===== src/sv/assert_macros.svh =====
// Assertion macros shared by the keypad scanner RTL.
// Depends on nothing; included by the modules that carry assertions.
`ifndef ASSERT_MACROS_SVH
`define ASSERT_MACROS_SVH

// Same-cycle implication, checked on every rising edge outside reset.
`define KPD_ASSERT_IMPLY(label, clk, rst_n, ante, cons) \
  label: assert property (@(posedge clk) disable iff (!rst_n) (ante) |-> (cons)) \
    else $error("keypad scanner assertion failed");

// Next-cycle implication, checked on every rising edge outside reset.
`define KPD_ASSERT_NEXT(label, clk, rst_n, ante, cons) \
  label: assert property (@(posedge clk) disable iff (!rst_n) (ante) |=> (cons)) \
    else $error("keypad scanner assertion failed");

`endif


===== src/sv/kpd_pkg.sv =====
// Shared types and constants for the keypad matrix scanner.
// Depends on nothing; imported by kpd_key_sel, keypad_matrix_scanner, kpd_scan_checker and tb_keypad_matrix_scanner.
package kpd_pkg;

  // Keypad geometry and field widths.
  localparam int NUM_ROWS   = 4;
  localparam int NUM_COLS   = 4;
  localparam int ROW_IDX_W  = 2;
  localparam int CODE_W     = 8;
  localparam int MAP_W      = NUM_COLS * CODE_W;
  localparam int LIMIT_W    = 8;
  localparam int FUNC_W     = 2;

  // Debounce counter width and the width used to compare it with the limit.
  localparam int COUNT_BITS = 8;
  localparam int CMP_W      = (COUNT_BITS > LIMIT_W) ? COUNT_BITS : LIMIT_W;

  // Reset values of the configuration registers.
  localparam logic [LIMIT_W-1:0] FILTER_RESET = LIMIT_W'(50);
  localparam logic [CODE_W-1:0]  NO_KEY_RESET = CODE_W'(255);

  // Stream and configuration word widths.
  localparam int IN_DATA_W  = 8;
  localparam int IN_USER_W  = FUNC_W;
  localparam int OUT_DATA_W = 16;
  localparam int CFG_IDX_W  = 3;
  localparam int CFG_DATA_W = 32;

  // Commands carried with each input word.
  typedef enum logic [FUNC_W-1:0] {
    FUNC_TICK  = 2'd0,
    FUNC_START = 2'd1,
    FUNC_ABORT = 2'd2
  } func_t;

  // Configuration register indexes.
  typedef enum logic [CFG_IDX_W-1:0] {
    REG_MAP_ROW1 = 3'd0,
    REG_MAP_ROW2 = 3'd1,
    REG_MAP_ROW3 = 3'd2,
    REG_MAP_ROW4 = 3'd3,
    REG_LIMIT    = 3'd4,
    REG_NO_KEY   = 3'd5
  } reg_idx_t;

  typedef logic [MAP_W-1:0] key_map_t;

endpackage


===== src/sv/kpd_key_sel.sv =====
// Key code lookup: picks the row's key map and the lowest high column.
// Depends on kpd_pkg.
module kpd_key_sel (
  input  kpd_pkg::key_map_t                 key_map [kpd_pkg::NUM_ROWS],
  input  logic [kpd_pkg::ROW_IDX_W-1:0]     row_idx,
  input  logic [kpd_pkg::NUM_COLS-1:0]      columns,
  output logic [kpd_pkg::CODE_W-1:0]        key_code
);
  import kpd_pkg::*;

  key_map_t row_map;

  // Priority select of the lowest active column; no column gives column one.
  always_comb begin
    row_map  = key_map[row_idx];
    key_code = row_map[CODE_W-1:0];
    for (int c = NUM_COLS - 1; c >= 0; c--) begin
      if (columns[c]) begin
        key_code = row_map[c*CODE_W +: CODE_W];
      end
    end
  end

endmodule


===== src/sv/keypad_matrix_scanner.sv =====
// Top level of the 4x4 keypad matrix scanner with debounce filtering.
// Depends on kpd_pkg, kpd_key_sel and assert_macros.svh.
//
//   Channel  Direction  Word contents (lowest bit first)
//   in_      sink       tdata: columns[3:0]; tuser: func[1:0]
//   out_     source     tdata: row_drive[3:0], read_done, key_code[7:0]
//   cfg_     sink       cfg_index selects a register, cfg_data holds its value
//
// Each input word is one scan tick: the state and the result word are both
// registered on acceptance. One word is taken every cycle, limited only by
// the single output register. Reset (rst_n low at a clock edge) sets
// the idle phase, clears the key maps, loads a filter limit of 50 and a
// no-key code of 255. While the output register is full and out_tready is
// low, in_tready stays low. cfg_ready is always high.
module keypad_matrix_scanner (
  input  logic                               clk,
  input  logic                               rst_n,
  // Input stream
  input  logic                               in_tvalid,
  output logic                               in_tready,
  input  logic [kpd_pkg::IN_DATA_W-1:0]      in_tdata,   // columns[3:0], zero pad
  input  logic [kpd_pkg::IN_USER_W-1:0]      in_tuser,   // func[1:0]
  // Result stream
  output logic                               out_tvalid,
  input  logic                               out_tready,
  output logic [kpd_pkg::OUT_DATA_W-1:0]     out_tdata,  // row_drive[3:0], read_done,
                                                         // key_code[7:0], zero pad
  // Configuration writes
  input  logic                               cfg_valid,
  output logic                               cfg_ready,
  input  logic [kpd_pkg::CFG_IDX_W-1:0]      cfg_index,
  input  logic [kpd_pkg::CFG_DATA_W-1:0]     cfg_data
);
  import kpd_pkg::*;

  `include "assert_macros.svh"

  typedef enum logic [1:0] {
    PH_IDLE,
    PH_SELECT,
    PH_FILTER,
    PH_RELEASE
  } phase_t;

  // Configuration registers.
  key_map_t             key_map_r [NUM_ROWS];
  logic [LIMIT_W-1:0]   filter_limit_r;
  logic [CODE_W-1:0]    no_key_code_r;

  // Scan state.
  phase_t               phase_r, phase_nxt;
  logic [ROW_IDX_W-1:0] row_r, row_nxt;
  logic [COUNT_BITS-1:0] count_r, count_nxt;
  logic                 reading_r, reading_nxt;
  logic [CODE_W-1:0]    last_key_r, last_key_nxt;
  logic                 key_valid_r, key_valid_nxt;
  logic [NUM_ROWS-1:0]  row_lines_r, row_lines_nxt;

  // Output register.
  logic                  out_valid_r;
  logic [OUT_DATA_W-1:0] out_data_r, out_data_nxt;

  logic                 in_fire;
  logic                 cfg_fire;
  func_t                func;
  logic [NUM_COLS-1:0]  columns;
  logic [CODE_W-1:0]    sel_code;
  logic [CODE_W-1:0]    code_out;

  assign func      = func_t'(in_tuser[FUNC_W-1:0]);
  assign columns   = in_tdata[NUM_COLS-1:0];
  assign in_tready = !out_valid_r || out_tready;
  assign in_fire   = in_tvalid && in_tready;
  assign cfg_ready = 1'b1;
  assign cfg_fire  = cfg_valid && cfg_ready;

  assign out_tvalid = out_valid_r;
  assign out_tdata  = out_data_r;

  // Key code of the lowest high column on the row being filtered. No command
  // can leave the filter phase in place, so the stored row is the one in use.
  kpd_key_sel u_key_sel (
    .key_map  (key_map_r),
    .row_idx  (row_r),
    .columns  (columns),
    .key_code (sel_code)
  );

  // Command first, then one scan step.
  always_comb begin
    phase_t               ph;
    logic [ROW_IDX_W-1:0] row_cmd;
    logic                 reading_cmd;
    logic [NUM_ROWS-1:0]  row_onehot;

    ph          = phase_r;
    row_cmd     = row_r;
    reading_cmd = reading_r;
    case (func)
      FUNC_START: begin
        ph          = PH_SELECT;
        row_cmd     = '0;
        reading_cmd = 1'b1;
      end
      FUNC_ABORT: begin
        ph          = PH_IDLE;
        reading_cmd = 1'b0;
      end
      default: ;
    endcase

    row_nxt       = row_cmd;
    reading_nxt   = reading_cmd;
    count_nxt     = count_r;
    last_key_nxt  = last_key_r;
    key_valid_nxt = key_valid_r;
    row_lines_nxt = row_lines_r;
    phase_nxt     = ph;
    row_onehot    = NUM_ROWS'(1) << row_cmd;

    case (ph)
      PH_IDLE: begin
        row_lines_nxt = '0;
        reading_nxt   = 1'b0;
      end
      PH_SELECT: begin
        row_lines_nxt = row_onehot;
        count_nxt     = '0;
        phase_nxt     = PH_FILTER;
      end
      PH_FILTER: begin
        if (columns != '0 && CMP_W'(count_r) == CMP_W'(filter_limit_r)) begin
          last_key_nxt  = sel_code;
          key_valid_nxt = 1'b1;
          phase_nxt     = PH_RELEASE;
        end else if (columns == '0) begin
          row_nxt   = row_cmd + ROW_IDX_W'(1);
          phase_nxt = PH_SELECT;
        end else begin
          count_nxt = count_r + COUNT_BITS'(1);
        end
      end
      default: begin
        if (columns == '0) begin
          row_lines_nxt = row_lines_r & ~row_onehot;
          phase_nxt     = PH_IDLE;
        end
      end
    endcase

    code_out     = key_valid_nxt ? last_key_nxt : no_key_code_r;
    out_data_nxt = OUT_DATA_W'({code_out, !reading_nxt, row_lines_nxt});
  end

  // Scan state and the output register.
  always_ff @(posedge clk) begin
    if (!rst_n) begin
      phase_r     <= PH_IDLE;
      row_r       <= '0;
      count_r     <= '0;
      reading_r   <= 1'b0;
      last_key_r  <= NO_KEY_RESET;
      key_valid_r <= 1'b0;
      row_lines_r <= '0;
      out_valid_r <= 1'b0;
      out_data_r  <= '0;
    end else begin
      if (in_fire) begin
        phase_r     <= phase_nxt;
        row_r       <= row_nxt;
        count_r     <= count_nxt;
        reading_r   <= reading_nxt;
        last_key_r  <= last_key_nxt;
        key_valid_r <= key_valid_nxt;
        row_lines_r <= row_lines_nxt;
        out_data_r  <= out_data_nxt;
        out_valid_r <= 1'b1;
      end else if (out_tready) begin
        out_valid_r <= 1'b0;
      end
    end
  end

  // Configuration register writes; indexes past the list are ignored.
  always_ff @(posedge clk) begin
    if (!rst_n) begin
      for (int r = 0; r < NUM_ROWS; r++) begin
        key_map_r[r] <= '0;
      end
      filter_limit_r <= FILTER_RESET;
      no_key_code_r  <= NO_KEY_RESET;
    end else if (cfg_fire) begin
      case (reg_idx_t'(cfg_index))
        REG_MAP_ROW1: key_map_r[0]   <= cfg_data[MAP_W-1:0];
        REG_MAP_ROW2: key_map_r[1]   <= cfg_data[MAP_W-1:0];
        REG_MAP_ROW3: key_map_r[2]   <= cfg_data[MAP_W-1:0];
        REG_MAP_ROW4: key_map_r[3]   <= cfg_data[MAP_W-1:0];
        REG_LIMIT:    filter_limit_r <= cfg_data[LIMIT_W-1:0];
        REG_NO_KEY:   no_key_code_r  <= cfg_data[CODE_W-1:0];
        default: ;
      endcase
    end
  end

  // At most one row is ever driven.
  `KPD_ASSERT_IMPLY(a_rows_onehot0, clk, rst_n, 1'b1, $onehot0(row_lines_r))
  // The idle phase drives no row; reading clears on the next idle tick.
  `KPD_ASSERT_IMPLY(a_idle_quiet, clk, rst_n, phase_r == PH_IDLE, row_lines_r == '0)
  // Waiting for release only follows an accepted key.
  `KPD_ASSERT_IMPLY(a_release_has_key, clk, rst_n, phase_r == PH_RELEASE, key_valid_r)
  // A start command drives row one and begins filtering.
  `KPD_ASSERT_NEXT(a_start_row_one, clk, rst_n, in_fire && func == FUNC_START,
                   phase_r == PH_FILTER && reading_r && row_lines_r == NUM_ROWS'(1))

endmodule


===== config.mk =====
export PLATFORM = sky130hd
export DESIGN_NAME = keypad_matrix_scanner
export DESIGN_NICKNAME = d
export VERILOG_FILES = /design/src/sv/kpd_pkg.sv /design/src/sv/kpd_key_sel.sv /design/src/sv/keypad_matrix_scanner.sv
export VERILOG_INCLUDE_DIRS = /design/src /design/src/sv
export SDC_FILE = /design/constraint.sdc
export NUM_CORES = 1
export LEC_CHECK = 0
export ABC_AREA = 1
export BUFFER_PORTS_ARGS = -buffer_cell sky130_fd_sc_hd__clkbuf_2
export CAP_MARGIN = 0
export CORE_MARGIN = 1.5
export CORE_UTILIZATION = 30
export CTS_BUF_LIST = sky130_fd_sc_hd__clkbuf_4
export CTS_CLUSTER_SIZE = 30
export DETAILED_ROUTE_END_ITERATION = 10
export PLACE_DENSITY = 0.43
export SYNTH_ARGS = -nofsm -noshare
export SYNTH_HDL_FRONTEND = slang
export SYNTH_SLANG_ARGS = --single-unit

===== constraint.sdc =====
create_clock -name clk -period 3.8 [get_ports clk]
set_input_delay 0.38 -clock clk [delete_from_list [all_inputs] [get_ports clk]]
set_output_delay 0.38 -clock clk [all_outputs]
set_load 0.01 [all_outputs]

==> impl_results.md <==
* Peak VDD IR at around 0.22 mV
* Combinational group share of total power at between 10% and 20%
* Total track usage at approximately a fifth
* Post-Route WL at roughly 26000 um
* CP required at 4.25 ns
* Max-cap viol count at 0
* Critical path's slowest cell: inv_1
* GPL Wtd Cong at 0.751
* Clock Sinks at 180
* CP top delay family: buffers and inverters
* Share of layout cells above drive strength 1 at 12.9%
* Worst hold margin at 0.0413 ns
* Place WS at 1.21 ns
* Syn avg cell area at about 6.9 um2
* DR vias/cell at approximately 4.7
* R2r endpoint: out_tdata[5]
* Overall power at approximately 0.0037 W
* Final Hold Vio Count at 0
* PD cells at 392 nW/um2
* Final worst path period share at 61.5%
* Worst R2R Start: row_r[1]
* Initial DRC count at 548
* Sw Ratio at a little under a third
* Total number of yosys warnings at 0
* CP peak stage delay at around 0.74 ns
* Largest net degree at the start of global routing at 90
* Setup TNS at 0 ns
* Die H at approximately 170 um
* Nets at approximately 1300
* Clk pin slew, worst setup/hold paths at approximately 0.2 ns
* DPL Wire Length at 16100 um
* CTS tree: done
* Worst slew pin tran at between 1 and 1.5 ns
* Post-place instance area at slightly above 9000 um2
* R2R depth at 11
* Antenna-violating nets left at 0
* Crit path capture type: flip-flop
* Clock Path Buffers at 2
* Synth cell types at 42
* Final setup fails at 0
* Largest fanout on the critical path at 23
* Most frequent cells in the layout: 236 x nand2_1, 216 x nor2_1, 179 x dfxtp_1
* Post-CTS Resized at 0
* Clk Latency, worst-skew pair at 0.61 ns
* Min Clock Period, post-route at approximately 2.3 ns
* Core area at about 28000 um2
* H-tree Lvls at 4
* Vias at about 7800
* Commonest non-fill, non-tap cell in the layout: nand2_1
* Category of the most critical setup path: flip-flop to flip-flop
* GRT overflow at 0
* Die X at about 170 um
* Startpoint types: flip-flop
* Portion of total power attributed to sequential cells at 54.0%
* Ports at slightly below 70
* Die area at 29400 um2
* CTS Buf Count at 17
* Crit path launch: row_r[1]
* Vias in the first global route at a little over 7000
* Yosys reg bits at between 150 and 200
* Initial antenna violation count at 1
* Critical Path Sink: out_tdata[5]
* Remaining DRCs at 0
* Max-slew headroom at 30.5%
* CP bufs+invs at 2
* Global-route wire length before repair at between 40000 and 50000 um
* Synth Instances at between 1000 and 1500
* Layout area overhead at 10.8%
* Sequential area share after synthesis at between 40 and 50%
* DRT Pass-1 Iters at 5
* R2R Setup Slk at 1.46 ns
* Crit path DAT at 2.79 ns
* Critical Path Stages at 11
* CP Cell Sequence: inv_1 -> buf_4 -> nand3_1 -> nand3_1 -> nand3_1 -> nand2_1 -> nand2_1 -> nand2_2 -> nand3_2 -> nand2_1 -> a21oi_2
* RSZ-0062 raised after global routing: false
* Avg WL per Cell at 16.0 um
* Initial Util at roughly 30%
* Leakage at 3.92 nW
* CTS root buffer: clkbuf_4
* Post-Layout Inst Area at around 9400 um2
* Post-Synthesis Cell Area at between 8000 and 9000 um2
* Filler instances at 3056
* Final worst setup slack at around 1.5 ns
* Clk pwr share at around a third
* Final Slew Violations at 0
* Switching power of the nets at ~0.0011 W
* P_int at 0.00259 W
* Status: finished, final reports clean
* Clock skew at approximately 0.033 ns
* Max Fclk at 0.428 GHz
* Num rows at 61
* Worst hold-check path type: input port to flip-flop
* IO Port Bufs at 60
==> tightest hold or removal path, cell delays in order <==
cell and delay (ns):
clkbuf_2 0.11, nor2_1 0.10, nor2_1 0.05
==> power by group through the flow <==
stage	sequential (W)	combinational, W	clock [W]
floorplan	0.00204	0.000283	0
global placement	0.00204	0.000441	0
detailed placement	0.00204	0.000442	0
CTS	0.00200	0.000445	0.00132
global route	0.00201	0.000500	0.00139
finish	0.00200	0.000442	0.00126
==> repair_timing <==
item,CTS,global route
buffers inserted,0,0
hold endpoints to repair,2,0
hold buffers,2,0
==> final cells by class <==
cell class | instances | area (um2) | area share (%)
Clock inverter | 15 | 211 | 2.24
Antenna cell | 1 | 2.50 | 0.0265
Inverter | 100 | 377 | 4.00
Tap cell | 378 | 473 | 5.02
Clock buffer | 17 | 128 | 1.35
Multi-Input combinational cell | 882 | 4180 | 44.4
Sequential cell | 180 | 3600 | 38.2
Timing Repair Buffer | 77 | 448 | 4.75
==> flip-flops by register name, summed over array words and instances, names as in the netlist, named ones only <==
name            cells
count_r             8
filter_limit_r      8
key_map_r         128
key_valid_r         1
last_key_r          8
no_key_code_r       8
out_tdata           9
out_tvalid          1
phase_r             2
reading_r           1
row_r               2
==> logic make-up after synthesis <==
kind of cell             count (synthesis)  share of synthesized area, %
AND/OR/NAND/NOR                        599                          30.9
AO/OA/AOI/OAI                          270                          16.7
flip-flops                             180                          42.4
buffers and inverters                  178                          8.73
adder cells (fa/ha/maj)                  6                         0.883
XOR/XNOR                                 3                         0.309
other                                    2                        0.0883
==> stage by stage <==
step	util [%]	cells
global placement	32.5	1615
CTS	33.8	1649
floorplan	-	1240
finish	33.8	1650
detailed placement	32.5	1615
global route	33.8	1650
==> worst min-delay path by stage <==
stage / startpoint / end / slack, ns / depth (start not counted)
finish: cfg_data[15] / key_map_r[79] / 0.04 / 3
floorplan: key_map_r[46] / key_map_r[46] / 0.42 / 2
global route: cfg_data[14] / key_map_r[78] / 0.02 / 3
global placement: key_map_r[26] / key_map_r[26] / 0.43 / 2
detailed placement: key_map_r[18] / key_map_r[18] / 0.44 / 2
CTS: cfg_data[15] / key_map_r[79] / 0.0007 / 3
==> cells in the mapped netlist <==
| cell type | count | area share [%] |
|---|---|---|
| nor2_2 | 3 | 0.22 |
| a21oi_2 | 6 | 0.62 |
| clkbuf_1 | 56 | 2.5 |
| nand3_4 | 2 | 0.41 |
| a21oi_4 | 1 | 0.19 |
| o211a_1 | 1 | 0.12 |
| nor3_4 | 1 | 0.19 |
| nor2_4 | 7 | 0.93 |
| nand4_1 | 3 | 0.22 |
| buf_4 | 5 | 0.44 |
| o311a_1 | 1 | 0.12 |
| buf_12 | 1 | 0.24 |
| nor4_1 | 1 | 0.074 |
| buf_6 | 3 | 0.40 |
| ha_1 | 6 | 0.88 |
| nand2_2 | 9 | 0.66 |
| o21ai_0 | 149 | 8.8 |
| a31oi_1 | 1 | 0.074 |
| dfxtp_1 | 180 | 42 |
| nor2_8 | 1 | 0.24 |
| nor3_2 | 3 | 0.35 |
| or3_1 | 1 | 0.074 |
| nor3_1 | 2 | 0.12 |
| a211oi_2 | 1 | 0.15 |
| inv_2 | 8 | 0.35 |
| clkinv_2 | 1 | 0.059 |
| nand3_1 | 102 | 6.0 |
| inv_1 | 85 | 3.8 |
| nor3b_2 | 2 | 0.29 |
| buf_2 | 12 | 0.71 |
| o211ai_1 | 7 | 0.62 |
| o21ai_1 | 27 | 1.6 |
| conb_1 | 2 | 0.088 |
| xor2_1 | 3 | 0.31 |
| nor2_1 | 218 | 9.6 |
| a21oi_1 | 76 | 4.5 |
| nand2_1 | 236 | 10 |
| clkinv_1 | 6 | 0.26 |
| nand2_8 | 1 | 0.24 |
| buf_1 | 1 | 0.044 |
| nand2_4 | 1 | 0.13 |
| nand3_2 | 6 | 0.71 |
==> metal layers <==
layer  vias to the layer above  part of all wire (%)  GRT usage [%]
li1                       4025                     -              -
met1                      3577                    52           26.9
met2                       136                    44           29.5
met3                        18                   3.0           2.28
met4                         0                   1.1           4.65
met5                         -                     0              0
Power figures use the tool's default switching activity.
